==> config.mk <==
export PLATFORM = sky130hd
export DESIGN_NAME = grid_maze_dfs_walker_top
export DESIGN_NICKNAME = d
export VERILOG_FILES = /design/src/rtl/core/gmdw_pkg.sv /design/src/rtl/core/gmdw_ctrl.sv /design/src/rtl/core/gmdw_dpath.sv /design/src/rtl/core/grid_maze_dfs_walker_top.sv
export SDC_FILE = /design/constraint.sdc
export NUM_CORES = 2
export LEC_CHECK = 0
export BUFFER_PORTS_ARGS = -buffer_cell sky130_fd_sc_hd__buf_4
export CORE_ASPECT_RATIO = 0.5
export CORE_MARGIN = 3
export CORE_UTILIZATION = 49
export DETAILED_ROUTE_END_ITERATION = 10
export PLACE_DENSITY = 0.72
export REMOVE_ABC_BUFFERS = 1
export SETUP_SLACK_MARGIN = 0.3
export SLEW_MARGIN = 20
export SYNTH_ARGS = -nofsm -noshare
export SYNTH_HDL_FRONTEND = slang
export SYNTH_SLANG_ARGS = --single-unit
==> constraint.sdc <==
create_clock -name clock -period 12.4 [get_ports clock]
set_input_delay 2.48 -clock clock [delete_from_list [all_inputs] [get_ports clock]]
set_output_delay 2.48 -clock clock [all_outputs]
set_load 0.02 [all_outputs]
==> src/rtl/core/gmdw_pkg.sv <==
// Shared types and constants for the grid maze depth-first walker.
// Used by gmdw_ctrl, gmdw_dpath and grid_maze_dfs_walker_top.
`default_nettype none

package gmdw_pkg;

   // Request actions
   localparam logic [1:0] ACT_LOAD  = 2'd0;
   localparam logic [1:0] ACT_START = 2'd1;
   localparam logic [1:0] ACT_TICK  = 2'd2;

   // CSR port and register indexes
   localparam int CSR_IDX_W  = 3;
   localparam int CSR_DATA_W = 6;
   localparam logic [CSR_IDX_W-1:0] CSR_ROWS_USED = 3'd0;
   localparam logic [CSR_IDX_W-1:0] CSR_COLS_USED = 3'd1;
   localparam logic [CSR_IDX_W-1:0] CSR_START_ROW = 3'd2;
   localparam logic [CSR_IDX_W-1:0] CSR_START_COL = 3'd3;
   localparam logic [CSR_IDX_W-1:0] CSR_GOAL_ROW  = 3'd4;
   localparam logic [CSR_IDX_W-1:0] CSR_GOAL_COL  = 3'd5;

   // CSR reset values
   localparam logic [4:0] RST_ROWS_USED = 5'd11;
   localparam logic [5:0] RST_COLS_USED = 6'd30;
   localparam logic [3:0] RST_START_ROW = 4'd1;
   localparam logic [4:0] RST_START_COL = 5'd0;
   localparam logic [3:0] RST_GOAL_ROW  = 4'd2;
   localparam logic [4:0] RST_GOAL_COL  = 5'd29;

   // Neighbor directions, tried in this order; DIR_END means all tried
   localparam int DIR_W = 3;
   localparam logic [DIR_W-1:0] DIR_RIGHT = 3'd0;
   localparam logic [DIR_W-1:0] DIR_DOWN  = 3'd1;
   localparam logic [DIR_W-1:0] DIR_LEFT  = 3'd2;
   localparam logic [DIR_W-1:0] DIR_UP    = 3'd3;
   localparam logic [DIR_W-1:0] DIR_END   = 3'd4;

   // Width for bound compares; covers grids up to 64 rows or columns
   localparam int BND_W = 8;

   typedef struct packed {
      logic [1:0]  action;
      logic [3:0]  row_index;
      logic [31:0] row_bits;
   } req_type;

   typedef struct packed {
      logic [3:0] pos_row;
      logic [4:0] pos_col;
      logic       moved;
      logic       done_res;
   } rsp_type;

   // Datapath operations issued by the controller
   typedef enum logic [3:0] {
      OP_NONE     = 4'd0,
      OP_LOAD     = 4'd1,
      OP_START    = 4'd2,
      OP_SKIP_DIR = 4'd3,
      OP_PROBE_RD = 4'd4,
      OP_MOVE     = 4'd5,
      OP_POP_RD   = 4'd6,
      OP_POP      = 4'd7,
      OP_REPORT   = 4'd8
   } dp_op_type;

   typedef struct packed {
      dp_op_type op;
   } dp_cmd_type;

   typedef struct packed {
      logic stack_empty;
      logic expand_ok;
      logic dir_done;
      logic nb_in_bounds;
      logic can_enter;
   } dp_stat_type;

   typedef enum logic [3:0] {
      ST_IDLE  = 4'b0001,
      ST_STEP  = 4'b0010,
      ST_CHECK = 4'b0100,
      ST_POP   = 4'b1000
   } ctrl_state_type;

endpackage

`default_nettype wire

==> src/rtl/core/gmdw_ctrl.sv <==
// Walker sequencer: accepts items and steps the datapath through one tick.
// Depends on gmdw_pkg.
`default_nettype none

module gmdw_ctrl (
   input  wire logic                 clock,
   input  wire logic                 reset,
   input  wire logic                 start,
   input  wire logic [1:0]           action,
   input  wire gmdw_pkg::dp_stat_type stat,
   output gmdw_pkg::dp_cmd_type      cmd,
   output logic                      busy
);

   gmdw_pkg::ctrl_state_type state_ff, state_in;

   // Next state and command
   always_comb begin
      state_in = state_ff;
      cmd.op   = gmdw_pkg::OP_NONE;
      case (state_ff)
         gmdw_pkg::ST_IDLE: begin
            if (start) begin
               case (action)
                  gmdw_pkg::ACT_LOAD:  cmd.op = gmdw_pkg::OP_LOAD;
                  gmdw_pkg::ACT_START: cmd.op = gmdw_pkg::OP_START;
                  gmdw_pkg::ACT_TICK:  state_in = gmdw_pkg::ST_STEP;
                  default: ;
               endcase
            end
         end
         gmdw_pkg::ST_STEP: begin
            if (stat.stack_empty) begin
               cmd.op   = gmdw_pkg::OP_REPORT;
               state_in = gmdw_pkg::ST_IDLE;
            end else if (!stat.expand_ok || stat.dir_done) begin
               cmd.op   = gmdw_pkg::OP_POP_RD;
               state_in = gmdw_pkg::ST_POP;
            end else if (!stat.nb_in_bounds) begin
               cmd.op = gmdw_pkg::OP_SKIP_DIR;
            end else begin
               cmd.op   = gmdw_pkg::OP_PROBE_RD;
               state_in = gmdw_pkg::ST_CHECK;
            end
         end
         gmdw_pkg::ST_CHECK: begin
            if (stat.can_enter) begin
               cmd.op   = gmdw_pkg::OP_MOVE;
               state_in = gmdw_pkg::ST_IDLE;
            end else begin
               cmd.op   = gmdw_pkg::OP_SKIP_DIR;
               state_in = gmdw_pkg::ST_STEP;
            end
         end
         gmdw_pkg::ST_POP: begin
            cmd.op   = gmdw_pkg::OP_POP;
            state_in = gmdw_pkg::ST_IDLE;
         end
         default: state_in = gmdw_pkg::ST_IDLE;
      endcase
   end

   always_ff @(posedge clock) begin
      if (reset) begin
         state_ff <= gmdw_pkg::ST_IDLE;
      end else begin
         state_ff <= state_in;
      end
   end

   assign busy = (state_ff != gmdw_pkg::ST_IDLE);

endmodule

`default_nettype wire

==> src/rtl/core/gmdw_dpath.sv <==
// Walker datapath: CSRs, maze and visited memories, path stack, position.
// Depends on gmdw_pkg; driven by gmdw_ctrl commands.
`default_nettype none

module gmdw_dpath #(
   parameter int MAX_ROWS = 16,
   parameter int MAX_COLS = 32
) (
   input  wire logic                            clock,
   input  wire logic                            reset,
   input  wire gmdw_pkg::dp_cmd_type            cmd,
   output gmdw_pkg::dp_stat_type                stat,
   input  wire gmdw_pkg::req_type               req_data,
   input  wire logic                            csr_valid,
   input  wire logic [gmdw_pkg::CSR_IDX_W-1:0]  csr_index,
   input  wire logic [gmdw_pkg::CSR_DATA_W-1:0] csr_data,
   output logic                                 rsp_valid,
   output gmdw_pkg::rsp_type                    rsp_data
);

   localparam int STACK_SIZE = MAX_ROWS * MAX_COLS;
   localparam int RAW = $clog2(MAX_ROWS);
   localparam int CAW = $clog2(MAX_COLS);
   localparam int CRW = (RAW > 4) ? RAW : 4;
   localparam int CCW = (CAW > 5) ? CAW : 5;
   localparam int SAW = $clog2(STACK_SIZE);
   localparam int SDW = $clog2(STACK_SIZE + 1);
   localparam int BW  = gmdw_pkg::BND_W;

   // CSRs
   logic [4:0] rows_used_ff;
   logic [5:0] cols_used_ff;
   logic [3:0] start_row_ff;
   logic [4:0] start_col_ff;
   logic [3:0] goal_row_ff;
   logic [4:0] goal_col_ff;

   // Walk state
   logic [SDW-1:0]            depth_ff, depth_in;
   logic [CRW-1:0]            cur_row_ff, cur_row_in;
   logic [CCW-1:0]            cur_col_ff, cur_col_in;
   logic [gmdw_pkg::DIR_W-1:0] dir_ff, dir_in;
   logic [MAX_ROWS-1:0]       vld_ff, vld_in;
   logic [RAW-1:0]            vis_row_ff, vis_row_in;
   logic [CAW-1:0]            nb_col_ff, nb_col_in;
   logic                      rsp_valid_ff, rsp_valid_in;
   gmdw_pkg::rsp_type         rsp_ff, rsp_in;

   // Memories and their read registers
   logic [MAX_COLS-1:0] open_mem_ff [MAX_ROWS];
   logic [MAX_COLS-1:0] vis_mem_ff [MAX_ROWS];
   logic [1:0]          stk_mem_ff [STACK_SIZE];
   logic [MAX_COLS-1:0] open_rd_ff;
   logic [MAX_COLS-1:0] vis_rd_ff;
   logic [1:0]          stk_rd_ff;

   // Combinational helpers
   logic [BW-1:0]       eff_rows, eff_cols;
   logic [BW-1:0]       cur_r_w, cur_c_w, nr_w, nc_w;
   logic                nb_ok;
   logic [CRW-1:0]      start_row_w, ri_w;
   logic [CCW-1:0]      start_col_w;
   logic                start_inb, load_ok;
   logic [SDW-1:0]      depth_m1;
   logic [MAX_COLS-1:0] vis_eff;
   logic                vis_we;
   logic [RAW-1:0]      vis_waddr;
   logic [MAX_COLS-1:0] vis_wdata;
   logic [CRW-1:0]      pop_row;
   logic [CCW-1:0]      pop_col;

   // CSR writes; index beyond the register list is dropped
   always_ff @(posedge clock) begin
      if (reset) begin
         rows_used_ff <= gmdw_pkg::RST_ROWS_USED;
         cols_used_ff <= gmdw_pkg::RST_COLS_USED;
         start_row_ff <= gmdw_pkg::RST_START_ROW;
         start_col_ff <= gmdw_pkg::RST_START_COL;
         goal_row_ff  <= gmdw_pkg::RST_GOAL_ROW;
         goal_col_ff  <= gmdw_pkg::RST_GOAL_COL;
      end else if (csr_valid) begin
         case (csr_index)
            gmdw_pkg::CSR_ROWS_USED: rows_used_ff <= csr_data[4:0];
            gmdw_pkg::CSR_COLS_USED: cols_used_ff <= csr_data[5:0];
            gmdw_pkg::CSR_START_ROW: start_row_ff <= csr_data[3:0];
            gmdw_pkg::CSR_START_COL: start_col_ff <= csr_data[4:0];
            gmdw_pkg::CSR_GOAL_ROW:  goal_row_ff  <= csr_data[3:0];
            gmdw_pkg::CSR_GOAL_COL:  goal_col_ff  <= csr_data[4:0];
            default: ;
         endcase
      end
   end

   // Bounds clamped to the grid size
   assign eff_rows = (BW'(rows_used_ff) > BW'(MAX_ROWS)) ? BW'(MAX_ROWS) : BW'(rows_used_ff);
   assign eff_cols = (BW'(cols_used_ff) > BW'(MAX_COLS)) ? BW'(MAX_COLS) : BW'(cols_used_ff);

   assign start_row_w = CRW'(start_row_ff);
   assign start_col_w = CCW'(start_col_ff);
   assign start_inb   = (BW'(start_row_ff) < eff_rows) && (BW'(start_col_ff) < eff_cols);
   assign ri_w        = CRW'(req_data.row_index);
   assign load_ok     = BW'(req_data.row_index) < BW'(MAX_ROWS);
   assign depth_m1    = depth_ff - SDW'(1);

   // Neighbor in the current direction
   always_comb begin
      cur_r_w = BW'(cur_row_ff);
      cur_c_w = BW'(cur_col_ff);
      nr_w    = cur_r_w;
      nc_w    = cur_c_w;
      nb_ok   = 1'b1;
      case (dir_ff)
         gmdw_pkg::DIR_RIGHT: nc_w = cur_c_w + BW'(1);
         gmdw_pkg::DIR_DOWN:  nr_w = cur_r_w + BW'(1);
         gmdw_pkg::DIR_LEFT: begin
            nc_w  = cur_c_w - BW'(1);
            nb_ok = (cur_col_ff != '0);
         end
         gmdw_pkg::DIR_UP: begin
            nr_w  = cur_r_w - BW'(1);
            nb_ok = (cur_row_ff != '0);
         end
         default: nb_ok = 1'b0;
      endcase
   end

   // Visited row as read, zero when not written since start
   assign vis_eff = vld_ff[vis_row_ff] ? vis_rd_ff : '0;

   // Parent cell: step back against the direction that led here
   always_comb begin
      pop_row = cur_row_ff;
      pop_col = cur_col_ff;
      case ({1'b0, stk_rd_ff})
         gmdw_pkg::DIR_RIGHT: pop_col = cur_col_ff - CCW'(1);
         gmdw_pkg::DIR_DOWN:  pop_row = cur_row_ff - CRW'(1);
         gmdw_pkg::DIR_LEFT:  pop_col = cur_col_ff + CCW'(1);
         gmdw_pkg::DIR_UP:    pop_row = cur_row_ff + CRW'(1);
         default: ;
      endcase
   end

   // Status to the controller
   assign stat.stack_empty  = (depth_ff == '0);
   assign stat.expand_ok    = !((cur_row_ff == CRW'(goal_row_ff)) &&
                                (cur_col_ff == CCW'(goal_col_ff))) &&
                              (depth_ff < SDW'(STACK_SIZE));
   assign stat.dir_done     = (dir_ff == gmdw_pkg::DIR_END);
   assign stat.nb_in_bounds = nb_ok && (nr_w < eff_rows) && (nc_w < eff_cols);
   assign stat.can_enter    = open_rd_ff[nb_col_ff] & ~vis_eff[nb_col_ff];

   // Visited memory write port
   always_comb begin
      vis_we    = 1'b0;
      vis_waddr = vis_row_ff;
      vis_wdata = vis_eff;
      case (cmd.op)
         gmdw_pkg::OP_START: begin
            vis_we    = start_inb;
            vis_waddr = start_row_w[RAW-1:0];
            vis_wdata = MAX_COLS'(1) << start_col_w[CAW-1:0];
         end
         gmdw_pkg::OP_MOVE: begin
            vis_we    = 1'b1;
            vis_wdata = vis_eff | (MAX_COLS'(1) << nb_col_ff);
         end
         gmdw_pkg::OP_POP: begin
            vis_we    = 1'b1;
            vis_wdata = vis_eff & ~(MAX_COLS'(1) << cur_col_ff[CAW-1:0]);
         end
         default: ;
      endcase
   end

   // Walk state next values
   always_comb begin
      depth_in     = depth_ff;
      cur_row_in   = cur_row_ff;
      cur_col_in   = cur_col_ff;
      dir_in       = dir_ff;
      vld_in       = vld_ff;
      vis_row_in   = vis_row_ff;
      nb_col_in    = nb_col_ff;
      rsp_in       = rsp_ff;
      rsp_valid_in = cmd.op inside {gmdw_pkg::OP_MOVE, gmdw_pkg::OP_POP, gmdw_pkg::OP_REPORT};
      case (cmd.op)
         gmdw_pkg::OP_START: begin
            vld_in = '0;
            if (start_inb) begin
               vld_in[start_row_w[RAW-1:0]] = 1'b1;
            end
            depth_in   = start_inb ? SDW'(1) : '0;
            cur_row_in = start_row_w;
            cur_col_in = start_col_w;
            dir_in     = gmdw_pkg::DIR_RIGHT;
         end
         gmdw_pkg::OP_SKIP_DIR: begin
            dir_in = dir_ff + gmdw_pkg::DIR_W'(1);
         end
         gmdw_pkg::OP_PROBE_RD: begin
            vis_row_in = nr_w[RAW-1:0];
            nb_col_in  = nc_w[CAW-1:0];
         end
         gmdw_pkg::OP_POP_RD: begin
            vis_row_in = cur_row_ff[RAW-1:0];
         end
         gmdw_pkg::OP_MOVE: begin
            vld_in[vis_row_ff] = 1'b1;
            cur_row_in      = CRW'(vis_row_ff);
            cur_col_in      = CCW'(nb_col_ff);
            depth_in        = depth_ff + SDW'(1);
            dir_in          = gmdw_pkg::DIR_RIGHT;
            rsp_in.pos_row  = cur_row_in[3:0];
            rsp_in.pos_col  = cur_col_in[4:0];
            rsp_in.moved    = 1'b1;
            rsp_in.done_res = 1'b0;
         end
         gmdw_pkg::OP_POP: begin
            vld_in[vis_row_ff] = 1'b1;
            depth_in = depth_m1;
            if (depth_m1 != '0) begin
               cur_row_in = pop_row;
               cur_col_in = pop_col;
               dir_in     = {1'b0, stk_rd_ff} + gmdw_pkg::DIR_W'(1);
            end else begin
               dir_in = gmdw_pkg::DIR_RIGHT;
            end
            rsp_in.pos_row  = cur_row_in[3:0];
            rsp_in.pos_col  = cur_col_in[4:0];
            rsp_in.moved    = 1'b0;
            rsp_in.done_res = (depth_m1 == '0);
         end
         gmdw_pkg::OP_REPORT: begin
            rsp_in.pos_row  = cur_row_ff[3:0];
            rsp_in.pos_col  = cur_col_ff[4:0];
            rsp_in.moved    = 1'b0;
            rsp_in.done_res = 1'b1;
         end
         default: ;
      endcase
   end

   // Control registers
   always_ff @(posedge clock) begin
      if (reset) begin
         depth_ff     <= '0;
         cur_row_ff   <= '0;
         cur_col_ff   <= '0;
         dir_ff       <= gmdw_pkg::DIR_RIGHT;
         vld_ff       <= '0;
         rsp_valid_ff <= 1'b0;
      end else begin
         depth_ff     <= depth_in;
         cur_row_ff   <= cur_row_in;
         cur_col_ff   <= cur_col_in;
         dir_ff       <= dir_in;
         vld_ff       <= vld_in;
         rsp_valid_ff <= rsp_valid_in;
      end
   end

   // Payload registers
   always_ff @(posedge clock) begin
      vis_row_ff <= vis_row_in;
      nb_col_ff  <= nb_col_in;
      rsp_ff     <= rsp_in;
   end

   // Maze, visited and stack memories
   always_ff @(posedge clock) begin
      if ((cmd.op == gmdw_pkg::OP_LOAD) && load_ok) begin
         open_mem_ff[ri_w[RAW-1:0]] <= MAX_COLS'(req_data.row_bits);
      end
      if (vis_we) begin
         vis_mem_ff[vis_waddr] <= vis_wdata;
      end
      if (cmd.op == gmdw_pkg::OP_MOVE) begin
         stk_mem_ff[depth_ff[SAW-1:0]] <= dir_ff[1:0];
      end
      if (cmd.op == gmdw_pkg::OP_PROBE_RD) begin
         open_rd_ff <= open_mem_ff[nr_w[RAW-1:0]];
      end
      if ((cmd.op == gmdw_pkg::OP_PROBE_RD) || (cmd.op == gmdw_pkg::OP_POP_RD)) begin
         vis_rd_ff <= vis_mem_ff[vis_row_in];
      end
      if (cmd.op == gmdw_pkg::OP_POP_RD) begin
         stk_rd_ff <= stk_mem_ff[depth_m1[SAW-1:0]];
      end
   end

   assign rsp_valid = rsp_valid_ff;
   assign rsp_data  = rsp_ff;

endmodule

`default_nettype wire

==> src/rtl/core/grid_maze_dfs_walker_top.sv <==
// Grid maze depth-first walker, top level: sequencer plus datapath.
// Depends on gmdw_pkg, gmdw_ctrl and gmdw_dpath.
//
// Load and start items finish in the cycle they are accepted and give no
// result; start clears the visited map at once through per-row valid flags,
// so no clearing pass follows reset or start. A tick holds busy until its
// result is ready: a tick on an empty stack reports from the step state,
// each neighbor probed takes registered reads of the maze and visited rows
// and then the test, a neighbor off the grid is skipped without a read,
// and a backtrack takes stack and visited reads, then the write-back. The
// result of a tick shows on rsp_data for exactly one cycle with rsp_valid
// high, in the cycle busy falls; the receiver cannot stall it and must take
// it then. The CSR port is always ready and is meant to be written only
// while the block is idle.
`default_nettype none

module grid_maze_dfs_walker_top #(
   parameter int MAX_ROWS = 16,
   parameter int MAX_COLS = 32
) (
   input  wire logic                            clock,
   input  wire logic                            reset,
   input  wire logic                            start,
   output logic                                 busy,
   input  wire gmdw_pkg::req_type               req_data,
   output logic                                 rsp_valid,
   output gmdw_pkg::rsp_type                    rsp_data,
   input  wire logic                            csr_valid,
   output logic                                 csr_ready,
   input  wire logic [gmdw_pkg::CSR_IDX_W-1:0]  csr_index,
   input  wire logic [gmdw_pkg::CSR_DATA_W-1:0] csr_data
);

   gmdw_pkg::dp_cmd_type  cmd;
   gmdw_pkg::dp_stat_type stat;

   assign csr_ready = 1'b1;

   gmdw_ctrl u_ctrl (
      .clock  (clock),
      .reset  (reset),
      .start  (start),
      .action (req_data.action),
      .stat   (stat),
      .cmd    (cmd),
      .busy   (busy)
   );

   gmdw_dpath #(
      .MAX_ROWS (MAX_ROWS),
      .MAX_COLS (MAX_COLS)
   ) u_dpath (
      .clock     (clock),
      .reset     (reset),
      .cmd       (cmd),
      .stat      (stat),
      .req_data  (req_data),
      .csr_valid (csr_valid),
      .csr_index (csr_index),
      .csr_data  (csr_data),
      .rsp_valid (rsp_valid),
      .rsp_data  (rsp_data)
   );

endmodule

`default_nettype wire

==> reports/metrics.yaml <==
layout_commonest_cell: "edfxtp_1"
register_area_mm2: 0.06549
core-area_mm2: 0.1837
yosysWarnings: 0
portBuffers: 63
layout_common_cells: "edfxtp_1, nor2_1, mux4_2, nand2_1, mux2i_1"
ys_seq_elements: 2206
path_clk_slew_ps: 70
grt_overflow: 0
leakage_nw: 32.62
die_w_um: 615.1
worstPathArrival_ps: 7430
critical_path.max_stage_delay_ps: 1030
cp_cell_sequence: "nand2b_1 > or4_1 > o31ai_1 > ha_1 > a211o_1 > a21oi_1 > nand4_1 > a211oi_4 > o21bai_4 > a22oi_2 > buf_4 > buf_4 > mux2_2 > o211ai_1 > nand4_1"
critPathSlowestCell: "dfxtp_4"
synth_top_area_share: 0.7036
tightest_slew_ps: 1113
relSlewSlack: 0.2579
fin_ws_ps: 5496
dp_worst_setup_slack_ps: 5560
io_pins: 65
crit_path_start_kind: "flop"
grt_use_total: 0.2236
cts_htree_levels: 4
post-route-drc-count: 0
final_cells: 7961
grt_max_degree: 294
path_buf_inv: 2
syn_inst: 5310
whs_ps: 479.2
crit_family: "compound AO/OA/AOI/OAI gates"
path_max_fanout: 94
fmax_mhz: 144.9
cts_made_buffers: 195
setup_viol: 0
final.setup_skew_ps: 73.95
place_inst: 7618
utilization: 0.5460
place_congestion: 0.8709
first_pass_iters: 6
ys_seq_area_frac: 0.7203
antenna_left: 0
hold_violations: 0
final_area_mm2: 0.1003
grt_pass1_vias: 49840
syn_to_final_growth_pct: 10.37
cts_tree: "yes"
synthFlopType: "edfxtp_1"
syn_area_per_cell_um2: 17.12
synth_cell_types: 86
min_period_over_period: 0.5567
async_reset_ff_frac: 0
hold_path_class: "flop to flop"
dpl.hpwl_um: 117600
setup_tns_ps: 0
wl_per_cell_um: 27.28
fin_total_pwr_mw: 14.64
syn_area_mm2: 0.09091
yosysTopAreaCell: "edfxtp_1"
drive_gt1_frac: 0.2022
slew_viol_final: 0
routed_wl_um: 217200
die-area_mm2: 0.1910
initial_core_util: 0.4947
rsz0062_at_grt: "no"
p_per_area_mw_per_mm2: 145.9
required_ps: 12920
postCtsSetupRepairBufs: 0
grt_pass1_wl_um: 323200
final_nets: 5429
status: "finished clean"
num_vias: 49440
clk_latency_ps: 840
dpl_cell_area_mm2: 0.09429
vdd_drop_max_mv: 0.1224
cts_resized: 0
drv_cap: 0
cts_sinks: 2206
critical_path_class: "flop to flop"
first_iter_violations: 6546
min_period_ps: 6904
dieHeight_um: 310.6
synth_edf_count: 2130
num-fill-cells: 13890
clk_path_buf_depth: 4
multi_input_area_mm2: 0.02422
rows: 111
antenna_found_initial: 0
cts-root-buf: "clkbuf_16"
cp-end-kind: "flop"
synth_area_leaders: "edfxtp_1, mux4_2, nor2_1"
vias_per_cell: 6.210
hold_buffers: 0
-- cell usage after synthesis (15+ instances only) --
library cell and n:
buf_4 40, edfxtp_1 2130, nor3_1 32, and2_1 15, buf_2 91, buf_1 22
o211ai_1 150, inv_1 36, mux2_2 122, nand4_1 37, nand3_1 69, ha_1 45
a21oi_1 84, mux2_1 39, nand2b_1 15, a31oi_1 22, o221ai_1 26, nor2b_1 16
mux4_2 435, o21ai_0 80, clkbuf_1 204, nand2_1 442, mux2i_1 209, xnor2_1 23
dfxtp_1 76, a22oi_1 15, and3_1 21, nor2_1 618, o22ai_1 30
-- cell families after synthesis --
family                   count (synthesis)  share of synthesized area
AO/OA/AOI/OAI                          509                    0.03897
other                                    1                 0.00004125
AND/OR/NAND/NOR                       1316                    0.06104
adder cells (fa/ha/maj)                 47                   0.006634
buffers and inverters                  397                    0.01938
multiplexers                           805                     0.1507
flip-flops                            2206                     0.7203
XOR/XNOR                                29                   0.002877
-- registers in the layout, indices dropped and copies added, names as in the netlist, 5 cells and up --
register              count
u_dpath.cols_used_ff      6
u_dpath.cur_col_ff        5
u_dpath.depth_ff         10
u_dpath.goal_col_ff       5
u_dpath.nb_col_ff         5
u_dpath.open_mem_ff     512
u_dpath.open_rd_ff       32
u_dpath.rows_used_ff      5
u_dpath.rsp_data         11
u_dpath.start_col_ff      5
u_dpath.stk_mem_ff     1024
u_dpath.vis_mem_ff      512
u_dpath.vis_rd_ff        32
u_dpath.vld_ff           16
-- worst min-delay path: cells and delay by family (launching register included) --
family,cells,cell delay (ps)
DFF,1,330
and+or+nand+nor,1,60
muxes,1,70
-- layout make-up --
| type | count | share of cell area |
|---|---|---|
| Clock inverter | 100 | 0.007495 |
| Clock buffer | 240 | 0.05125 |
| Timing Repair Buffer | 182 | 0.01459 |
| Inverter | 39 | 0.001459 |
| Multi-Input combinational cell | 2707 | 0.2414 |
| Antenna cell | 1 | 0.00002494 |
| Sequential cell | 2206 | 0.6528 |
| Tap cell | 2486 | 0.03100 |
-- metal layers --
metal / wire length [um] / part of all wire / GRT usage
met1: 87370 / 0.40 / 0.3147
met2: 104600 / 0.48 / 0.3623
met3: 19010 / 0.088 / 0.03898
met4: 6215 / 0.029 / 0.06278
met5: 0 / 0 / 0
-- where the power goes --
group          switching [mW]  leakage [nW]  internal [mW]
combinational           0.426          9.46          0.268
clock                    2.63          2.86           3.13
sequential             0.0273          20.3           8.16
total                    3.08          32.6           11.6
-- path summary, 6_finish.rpt --
kind                                              start                      end  slack [ps]  cells past startpoint
worst max-delay path                  u_dpath.dir_ff[0]    u_dpath.vis_rd_ff[25]        5500                     15
worst min-delay path            u_dpath.rows_used_ff[3]  u_dpath.rows_used_ff[3]         480                      2
worst max register to register        u_dpath.dir_ff[0]    u_dpath.vis_rd_ff[25]        5500                     15
worst min register to register  u_dpath.rows_used_ff[3]  u_dpath.rows_used_ff[3]         480                      2
No activity file was read; power rests on OpenSTA's default activity.
